$ cat src/hdl/ftarm_pkg.sv
package ftarm_pkg;

  localparam int WINDOW_DEPTH = 64;
  localparam int SLOT_W       = (WINDOW_DEPTH > 1) ? $clog2(WINDOW_DEPTH) : 1;
  localparam int CNT_W        = $clog2(WINDOW_DEPTH + 1);
  localparam int ELAP_W       = 16;
  localparam int SUM_W        = ELAP_W + $clog2(WINDOW_DEPTH);
  localparam int FRAC_W       = 8;
  localparam int AVG_W        = 24;
  localparam int DVD_W        = SUM_W + FRAC_W;
  localparam int STEP_W       = $clog2(DVD_W + 1);
  localparam int RATE_W       = 16;
  localparam int ACC_W        = 17;
  localparam int LOCK_W       = 10;
  localparam int TIME_W       = 32;

  localparam logic [AVG_W-1:0] BAND_FIX  = AVG_W'(100 << FRAC_W);
  localparam logic [ACC_W-1:0] SECOND_MS = ACC_W'(1000);

  typedef enum logic [1:0] {
    OP_TICK  = 2'd0,
    OP_STOP  = 2'd1,
    OP_START = 2'd2,
    OP_RESET = 2'd3
  } op_t;

  typedef enum logic [2:0] {
    S_IDLE,
    S_ELAP,
    S_CMP,
    S_SUB,
    S_ADD,
    S_DCHK,
    S_DIV,
    S_DONE
  } state_t;

  typedef struct packed {
    logic busy;
    logic done;
  } div_stat_t;

endpackage

$ cat src/hdl/frame_time_averager_rate_meter.sv
// channel  | handshake            | payload
// ---------+----------------------+------------------------------------------------
// in       | in_valid / in_stall  | in_operation, in_now_ms
// out      | out_valid / out_stall| out_avg_frame_time, out_frame_rate,
//          |                      | out_is_stopped, out_total_ms
// cfg      | cfg_we               | cfg_lock_period_ms
//
// Stop, start and reset words go from idle straight to the done step; a tick
// runs the bit-serial divider that forms the average, unless stopped or empty.
// Reset is synchronous, active low; the window memory needs no clearing.
// One result word per input word; the result sits in an output register, so a
// stalled output holds the block in its final step, and in_stall stays high there.
module frame_time_averager_rate_meter
  import ftarm_pkg::*;
(
  input  logic              clk,
  input  logic              rst_n,
  input  logic              in_valid,
  output logic              in_stall,
  input  logic [1:0]        in_operation,
  input  logic [TIME_W-1:0] in_now_ms,
  output logic              out_valid,
  input  logic              out_stall,
  output logic [AVG_W-1:0]  out_avg_frame_time,
  output logic [RATE_W-1:0] out_frame_rate,
  output logic              out_is_stopped,
  output logic [TIME_W-1:0] out_total_ms,
  input  logic              cfg_we,
  input  logic [LOCK_W-1:0] cfg_lock_period_ms
);

  state_t              state_r, state_nxt;
  logic [LOCK_W-1:0]   lock_r;
  logic [TIME_W-1:0]   now_r, now_nxt;
  logic [TIME_W-1:0]   last_r, last_nxt;
  logic [TIME_W-1:0]   origin_r, origin_nxt;
  logic                paused_r, paused_nxt;
  logic [CNT_W-1:0]    cnt_r, cnt_nxt;
  logic [SUM_W-1:0]    sum_r, sum_nxt;
  logic [SLOT_W-1:0]   slot_r, slot_nxt;
  logic [AVG_W-1:0]    avg_r, avg_nxt;
  logic [RATE_W-1:0]   frames_r, frames_nxt;
  logic [ACC_W-1:0]    acc_r, acc_nxt;
  logic [RATE_W-1:0]   rate_r, rate_nxt;
  logic [ELAP_W-1:0]   elap_r, elap_nxt;
  logic [AVG_W-1:0]    ref_r, ref_nxt;
  logic                band_r, band_nxt;
  logic                slow_r, slow_nxt;

  logic                out_valid_r, out_valid_nxt;
  logic [AVG_W-1:0]    out_avg_r, out_avg_nxt;
  logic [RATE_W-1:0]   out_rate_r, out_rate_nxt;
  logic                out_stop_r, out_stop_nxt;
  logic [TIME_W-1:0]   out_total_r, out_total_nxt;

  logic [ELAP_W-1:0]   mem [WINDOW_DEPTH];
  logic [ELAP_W-1:0]   rd_q_r;

  logic                div_start;
  div_stat_t           div_stat;
  logic [DVD_W-1:0]    div_q;

  logic [TIME_W-1:0]   delta;
  logic [AVG_W-1:0]    e16;
  logic [AVG_W-1:0]    diff;
  logic [RATE_W-1:0]   frames_inc;
  logic                accept;

  ftarm_div u_div (
    .clk      (clk),
    .rst_n    (rst_n),
    .start    (div_start),
    .dividend ({sum_r, {FRAC_W{1'b0}}}),
    .divisor  (cnt_r),
    .stat     (div_stat),
    .quotient (div_q)
  );

  assign accept     = in_valid && (state_r == S_IDLE);
  assign delta      = now_r - last_r;
  assign e16        = {elap_r, {FRAC_W{1'b0}}};
  assign diff       = (e16 >= ref_r) ? (e16 - ref_r) : (ref_r - e16);
  assign frames_inc = (slow_r && (frames_r != {RATE_W{1'b1}})) ? frames_r + 1'b1 : frames_r;

  always_comb begin
    state_nxt     = state_r;
    now_nxt       = now_r;
    last_nxt      = last_r;
    origin_nxt    = origin_r;
    paused_nxt    = paused_r;
    cnt_nxt       = cnt_r;
    sum_nxt       = sum_r;
    slot_nxt      = slot_r;
    avg_nxt       = avg_r;
    frames_nxt    = frames_r;
    acc_nxt       = acc_r;
    rate_nxt      = rate_r;
    elap_nxt      = elap_r;
    ref_nxt       = ref_r;
    band_nxt      = band_r;
    slow_nxt      = slow_r;
    div_start     = 1'b0;
    out_valid_nxt = out_valid_r && out_stall;
    out_avg_nxt   = out_avg_r;
    out_rate_nxt  = out_rate_r;
    out_stop_nxt  = out_stop_r;
    out_total_nxt = out_total_r;

    case (state_r)
      S_IDLE: begin
        if (accept) begin
          now_nxt   = in_now_ms;
          state_nxt = S_DONE;
          case (op_t'(in_operation))
            OP_TICK: state_nxt = S_ELAP;
            OP_STOP: paused_nxt = 1'b1;
            OP_START: begin
              if (paused_r) begin
                last_nxt   = in_now_ms;
                paused_nxt = 1'b0;
              end
            end
            OP_RESET: begin
              origin_nxt = in_now_ms;
              last_nxt   = in_now_ms;
              paused_nxt = 1'b0;
            end
            default: state_nxt = S_DONE;
          endcase
        end
      end
      S_ELAP: begin
        if (paused_r) begin
          avg_nxt   = '0;
          state_nxt = S_DONE;
        end else begin
          elap_nxt  = (|delta[TIME_W-1:ELAP_W]) ? {ELAP_W{1'b1}} : delta[ELAP_W-1:0];
          last_nxt  = now_r;
          ref_nxt   = (lock_r != '0) ? AVG_W'({lock_r, {FRAC_W{1'b0}}}) : avg_r;
          state_nxt = S_CMP;
        end
      end
      S_CMP: begin
        band_nxt  = diff < BAND_FIX;
        slow_nxt  = (lock_r != '0) && (e16 > ref_r);
        acc_nxt   = acc_r + ACC_W'(elap_r);
        state_nxt = S_SUB;
      end
      S_SUB: begin
        if (band_r && (cnt_r == CNT_W'(WINDOW_DEPTH))) begin
          sum_nxt = sum_r - SUM_W'(rd_q_r);
        end
        state_nxt = S_ADD;
      end
      S_ADD: begin
        if (band_r) begin
          sum_nxt  = sum_r + SUM_W'(elap_r);
          slot_nxt = (slot_r == SLOT_W'(WINDOW_DEPTH - 1)) ? '0 : slot_r + 1'b1;
          if (cnt_r != CNT_W'(WINDOW_DEPTH)) begin
            cnt_nxt = cnt_r + 1'b1;
          end
        end
        if (acc_r >= SECOND_MS) begin
          rate_nxt   = frames_inc;
          frames_nxt = '0;
          acc_nxt    = '0;
        end else begin
          frames_nxt = frames_inc;
        end
        state_nxt = S_DCHK;
      end
      S_DCHK: begin
        if (cnt_r == '0) begin
          avg_nxt   = '0;
          state_nxt = S_DONE;
        end else begin
          div_start = 1'b1;
          state_nxt = S_DIV;
        end
      end
      S_DIV: begin
        if (div_stat.done) begin
          avg_nxt   = div_q[AVG_W-1:0];
          state_nxt = S_DONE;
        end
      end
      S_DONE: begin
        if (!out_valid_r || !out_stall) begin
          out_valid_nxt = 1'b1;
          out_avg_nxt   = avg_r;
          out_rate_nxt  = rate_r;
          out_stop_nxt  = paused_r;
          out_total_nxt = now_r - origin_r;
          state_nxt     = S_IDLE;
        end
      end
      default: state_nxt = S_IDLE;
    endcase
  end

  always_ff @(posedge clk) begin
    if (!rst_n) begin
      state_r     <= S_IDLE;
      lock_r      <= '0;
      last_r      <= '0;
      origin_r    <= '0;
      paused_r    <= 1'b0;
      cnt_r       <= '0;
      sum_r       <= '0;
      slot_r      <= '0;
      avg_r       <= '0;
      frames_r    <= '0;
      acc_r       <= '0;
      rate_r      <= '0;
      out_valid_r <= 1'b0;
    end else begin
      state_r     <= state_nxt;
      if (cfg_we) begin
        lock_r <= cfg_lock_period_ms;
      end
      last_r      <= last_nxt;
      origin_r    <= origin_nxt;
      paused_r    <= paused_nxt;
      cnt_r       <= cnt_nxt;
      sum_r       <= sum_nxt;
      slot_r      <= slot_nxt;
      avg_r       <= avg_nxt;
      frames_r    <= frames_nxt;
      acc_r       <= acc_nxt;
      rate_r      <= rate_nxt;
      out_valid_r <= out_valid_nxt;
    end
    now_r       <= now_nxt;
    elap_r      <= elap_nxt;
    ref_r       <= ref_nxt;
    band_r      <= band_nxt;
    slow_r      <= slow_nxt;
    out_avg_r   <= out_avg_nxt;
    out_rate_r  <= out_rate_nxt;
    out_stop_r  <= out_stop_nxt;
    out_total_r <= out_total_nxt;
  end

  // window ring
  always_ff @(posedge clk) begin
    if (state_r == S_ADD && band_r) begin
      mem[slot_r] <= elap_r;
    end
    rd_q_r <= mem[slot_r];
  end

  assign in_stall           = (state_r != S_IDLE);
  assign out_valid          = out_valid_r;
  assign out_avg_frame_time = out_avg_r;
  assign out_frame_rate     = out_rate_r;
  assign out_is_stopped     = out_stop_r;
  assign out_total_ms       = out_total_r;

  a_cnt_bound: assert property (@(posedge clk) disable iff (!rst_n)
    cnt_r <= CNT_W'(WINDOW_DEPTH))
    else $error("window count above depth");

  a_empty_sum: assert property (@(posedge clk) disable iff (!rst_n)
    (cnt_r == '0) |-> (sum_r == '0))
    else $error("nonzero sum with empty window");

  a_div_done: assert property (@(posedge clk) disable iff (!rst_n)
    div_stat.done |-> (state_r == S_DIV))
    else $error("divider finished outside divide step");

  a_acc_bound: assert property (@(posedge clk) disable iff (!rst_n)
    (state_r == S_IDLE) |-> (acc_r < SECOND_MS))
    else $error("accumulated ms not cleared at one second");

endmodule

$ cat src/hdl/ftarm_div.sv
module ftarm_div
  import ftarm_pkg::*;
(
  input  logic             clk,
  input  logic             rst_n,
  input  logic             start,
  input  logic [DVD_W-1:0] dividend,
  input  logic [CNT_W-1:0] divisor,
  output div_stat_t        stat,
  output logic [DVD_W-1:0] quotient
);

  logic              busy_r, busy_nxt;
  logic              done_r, done_nxt;
  logic [STEP_W-1:0] step_r, step_nxt;
  logic [CNT_W-1:0]  rem_r, rem_nxt;
  logic [DVD_W-1:0]  quo_r, quo_nxt;
  logic [CNT_W:0]    trial;
  logic              ge;

  assign trial = {rem_r, quo_r[DVD_W-1]};
  assign ge    = trial >= {1'b0, divisor};

  always_comb begin
    busy_nxt = busy_r;
    done_nxt = 1'b0;
    step_nxt = step_r;
    rem_nxt  = rem_r;
    quo_nxt  = quo_r;
    if (start) begin
      busy_nxt = 1'b1;
      step_nxt = '0;
      rem_nxt  = '0;
      quo_nxt  = dividend;
    end else if (busy_r) begin
      rem_nxt  = ge ? CNT_W'(trial - {1'b0, divisor}) : CNT_W'(trial);
      quo_nxt  = {quo_r[DVD_W-2:0], ge};
      step_nxt = step_r + 1'b1;
      if (step_r == STEP_W'(DVD_W - 1)) begin
        busy_nxt = 1'b0;
        done_nxt = 1'b1;
      end
    end
  end

  always_ff @(posedge clk) begin
    if (!rst_n) begin
      busy_r <= 1'b0;
      done_r <= 1'b0;
      step_r <= '0;
    end else begin
      busy_r <= busy_nxt;
      done_r <= done_nxt;
      step_r <= step_nxt;
    end
    rem_r <= rem_nxt;
    quo_r <= quo_nxt;
  end

  assign stat.busy = busy_r;
  assign stat.done = done_r;
  assign quotient  = quo_r;

endmodule

$ cat config.mk
export PLATFORM = sky130hd
export DESIGN_NAME = frame_time_averager_rate_meter
export DESIGN_NICKNAME = d
export VERILOG_FILES = /design/src/hdl/ftarm_pkg.sv /design/src/hdl/frame_time_averager_rate_meter.sv /design/src/hdl/ftarm_div.sv
export SDC_FILE = /design/constraint.sdc
export NUM_CORES = 2
export LEC_CHECK = 0
export CAP_MARGIN = 25
export CORE_MARGIN = 1.5
export CORE_UTILIZATION = 35
export CTS_BUF_LIST = sky130_fd_sc_hd__clkbuf_2
export CTS_CLUSTER_SIZE = 10
export DETAILED_ROUTE_END_ITERATION = 8
export DONT_BUFFER_PORTS = 1
export PLACE_DENSITY = 0.53
export RECOVER_POWER = 50
export SLEW_MARGIN = 10
export SYNTH_ARGS = -nofsm -noshare
export SYNTH_HDL_FRONTEND = slang
export SYNTH_SLANG_ARGS = --single-unit
$ cat constraint.sdc
create_clock -name clk -period 5.05 [get_ports clk]
set_input_delay 0.505 -clock clk [delete_from_list [all_inputs] [get_ports clk]]
set_output_delay 0.505 -clock clk [all_outputs]
set_load 0.01 [all_outputs]
==> key figures <==
STA
  • Endpoints failing setup: 0
  • Fin. max-slew vios: 279
  • Worst-Margin Slew: 3.53 ns
  • Share of the clock period used by the worst path: 0.960
  • Slew margin rel.: -1.36
  • Worst Skew: approximately 0.19 ns
  • Clock period minus worst slack: 4.85 ns
  • Fin Setup TNS: 0 ns
  • Endpoints failing hold: 0
  • RSZ-0062 raised after global routing: no
  • Peak Freq: 206 MHz
  • Setup slack after layout: 0.202 ns

Power
  • VDD IR max: 0.000215 V
  • Comb pwr share: 0.164
  • Lkg Pwr: 22.5 nW
  • Net Switching: 0.00737 W
  • Flop pwr share: 0.529
  • Clock share of power: 0.307
  • Sw Share: 0.294
  • Power Dens Cells: around 370 nW/um^2
  • Pint: 0.0177 W

Place
  • Gpl congestion: 0.837
  • Post-DP HPWL: 98,900 um
  • Dpl ws: around 0.65 ns
  • Port Buffer Count: 0

Critical path
  • Critical Path RT: 6.70 ns
  • Critical path peak fanout: 36
  • Slowest stage delay, CP: 0.63 ns
  • Crit. End Element: register
  • Startpoint types: register
  • Crit path cell chain: buf_4 > or3_1 > nor2_4 > clkbuf_8 > nand2_1 > dlygate4sd3_1 > o22ai_4 > dlygate4sd3_1 > buf_6 > buf_12 > nand2_1 > dlygate4sd3_1 > o211a_1 > dlygate4sd3_1
  • CP bufs+invs: 8
  • Top delay family on crit path: buffers and inverters
  • R2R cell count: 14
  • Critical path type: reg2reg
  • Reg2reg setup slack: approximately 0.20 ns
  • CP arrival: 6.50 ns
  • Reg-to-Reg Start: state_r[0]$_SDFFE_PN0P_
  • Reg2Reg Capture Point: last_r[11]$_SDFFE_PN0P_
  • Highest-delay cell along the critical path: dlygate4sd3_1
  • Most frequent CP cell: dlygate4sd3_1

Clock network
  • H-tree levels: 5
  • Clock buffer depth: 4
  • Post-CTS Repair Setup Buffers: 0
  • CTS tree: built
  • CTS root buf: clkbuf_2
  • Worst-Skew Late Latency: 1.76 ns
  • Clock Sinks: 1,418
  • Clk slew on worst S/H paths: 0.11 ns
  • TritonCTS Buffers: roughly 380

Outcome
  • Failing checks: max-capacitance violations, max-slew violations
  • Run status: finished, violations left

Route
  • Routed vias: 38,900
  • Final ANT Viol Nets: 0
  • Routed wire per std cell: 23.8 um
  • Length of routed wiring on met1: 76,900 um
  • Post-Route WL: 171,000 um
  • Max Used Layer: met5
  • Met2 wire len: 79,300 um
  • Initial DRC count: 2,931
  • Pre-antenna DRT Iters: 5
  • Via-per-instance ratio: approximately 5.4
  • Met3 routed WL: 11,600 um
  • Post-route DRC violation count: 0

Worst hold path
  • WHS Path Cells: 5
  • Worst min-delay path category: in2reg
  • Hold path start: in_now_ms[21]
  • Hold Crit Endpoint: last_r[21]$_SDFFE_PN0P_

GRT
  • GRT overflow: 0
  • Pin count of the biggest net entering global routing: 187
  • GRT Util Overall: 0.198
  • Initial antenna violation count: 3
  • First-pass GRT wire length: 252,000 um
  • Vias in the first global route: 38,600

Synth
  • Mapped Cells: 4,261
  • Netlist Area Pre-Place: 58,700 um^2
  • Register area share after synthesis: 0.687
  • Synth top area share: 0.610
  • Area contributors post-synth: edfxtp_1 61%, dfxtp_1 7.7%, a22oi_1 4.0%
  • Synth unique cells: 86
  • Syn_nets: 4,459
  • Yosys synthesis warning count: 0
  • EDFF count, synth: about 1,200
  • Largest area contributor in the netlist: edfxtp_1
  • Avg Inst Size Synth: between 10 and 15 um^2
  • Top post-synthesis cells by count: 1,193 x edfxtp_1, 312 x a22oi_1, 308 x nand2_1, 225 x dfxtp_1, 200 x nor2_1
  • Asr flop ratio synth: 0
  • Synthesized flop and latch total: 1,418
  • Most used flip-flop cell after synthesis: edfxtp_1
  • Most common cell in the netlist: edfxtp_1

Die
  • Area of the die: 170,000 um^2
  • Die height: just over 400 um
  • Initial Util: 0.352
  • Die W: 413 um
  • IO Pins: 124
  • Core Area: about 170,000 um^2
  • Core Rows: 150

Final layout
  • Syn-to-layout area delta: 13.7%
  • Fill cell count: between 15,000 and 20,000
  • Final Net Count: between 4,000 and 5,000
  • Share of cells above drive strength 1: 0.156

Job
  • Max-cap violations: 7
## cells by family (layout without fill, tap and decap cells)
family | count (synthesis) | after routing | share of synthesized area
adder cells (fa/ha/maj) | 149 | 149 | 0.0324
multiplexers | 63 | 63 | 0.0108
flip-flops | 1418 | 1418 | 0.687
XOR/XNOR | 129 | 129 | 0.0192
AND/OR/NAND/NOR | 929 | 929 | 0.0767
other | 0 | 8 | 0
AO/OA/AOI/OAI | 1205 | 1205 | 0.150
buffers and inverters | 368 | 1079 | 0.0242
## worst min-delay path: stages
cell and delay [ns]:
dlygate4sd3_1 0.53, dlygate4sd3_1 0.58, mux2i_1 0.08, nand2_1 0.06, o211a_1 0.13
## worst max path at each step
| stage | startpoint | end | slack, ns | cells after the start |
|---|---|---|---|---|
| 3_3_place_gp | state_r[1]$_SDFFE_PN0P_ | sum_r[21]$_SDFFE_PN0P_ | 0.76 | 15 |
| 6_report | state_r[0]$_SDFFE_PN0P_ | last_r[11]$_SDFFE_PN0P_ | 0.20 | 14 |
| 2_1_floorplan | state_r[2]$_SDFFE_PN0P_ | out_avg_frame_time[0]$_DFFE_PP_ | 0.17 | 3 |
| 5_1_grt | state_r[0]$_SDFFE_PN0P_ | last_r[11]$_SDFFE_PN0P_ | 0.01 | 14 |
| 3_5_place_dp | state_r[1]$_SDFFE_PN0P_ | sum_r[21]$_SDFFE_PN0P_ | 0.65 | 14 |
| 4_1_cts | state_r[0]$_SDFFE_PN0P_ | last_r[11]$_SDFFE_PN0P_ | 0.06 | 14 |
## per-layer routing
layer	global-route usage	vias up
li1	-	17800
met1	0.275	19600
met2	0.312	1315
met3	0.0403	225
met4	0.0604	2
met5	0	-
## flip-flops by register name (all words and copies together) (netlist names), 22 cells and up
| register | cells |
|---|---|
| avg_r | 24 |
| last_r | 32 |
| mem | 1024 |
| now_r | 32 |
| origin_r | 32 |
| out_avg_frame_time | 24 |
| out_total_ms | 32 |
| ref_r | 24 |
| sum_r | 22 |
| u_div.quotient | 30 |
## final cells by class
cell class	instances	area (um^2)	share of cell area
timing repair buffer	327	3000	0.0449
tap	2204	2760	0.0413
sequential	1418	40300	0.604
antenna	8	20.0	0.000300
multi-input combinational	2475	17100	0.256
clock inverter	59	292	0.00437
clock buffer	564	2820	0.0423
inverter	129	484	0.00725
## repair_timing
item                                   4_1_cts  5_1_grt
setup endpoints to repair                    0        1
hold buffers                               167        0
endpoints found under the hold margin      331        0
gates resized for setup                      0        3
## power groups by stage
stage          registers, W  logic (W)  clock network, W
3_5_place_dp         0.0135    0.00389                 0
6_report             0.0132    0.00409           0.00768
4_1_cts              0.0132    0.00410           0.00792
3_3_place_gp         0.0135    0.00388                 0
2_1_floorplan        0.0134    0.00292                 0
5_1_grt              0.0133    0.00455           0.00852
## cell usage in the layout (no fill, tap or decap), types with 22 or more instances in the layout
cell type,n
a21boi_0,80
a21o_1,42
a21oi_1,142
a221oi_1,108
a22o_1,106
a22oi_1,312
a31oi_1,122
and2_1,29
buf_4,123
clkbuf_2,564
clkinv_1,45
dfxtp_1,224
dlygate4sd3_1,164
edfxtp_1,1193
ha_1,144
inv_1,129
mux2i_1,60
nand2_1,308
nand2b_1,25
nand3_1,78
nand4_1,62
nor2_1,197
nor2b_1,47
nor3_1,37
nor4_1,29
o211a_1,48
o21a_1,25
o21ai_0,108
or3_1,22
xnor2_1,79
xor2_1,50
## through the flow
stage | utilization | hold slack [ns] | area [um^2] | cells | power, W
floorplan | - | 0.409 | 58700 | 4261 | 0.0163
global placement | 0.372 | 0.414 | 62000 | 6383 | 0.0174
detailed placement | 0.372 | 0.418 | 62000 | 6385 | 0.0174
CTS | 0.401 | 0.000114 | 66800 | 7175 | 0.0253
global route | 0.400 | 0.0705 | 66800 | 7184 | 0.0264
finish | 0.400 | 0.240 | 66800 | 7184 | 0.0250
(Power assumes the default switching activity.)
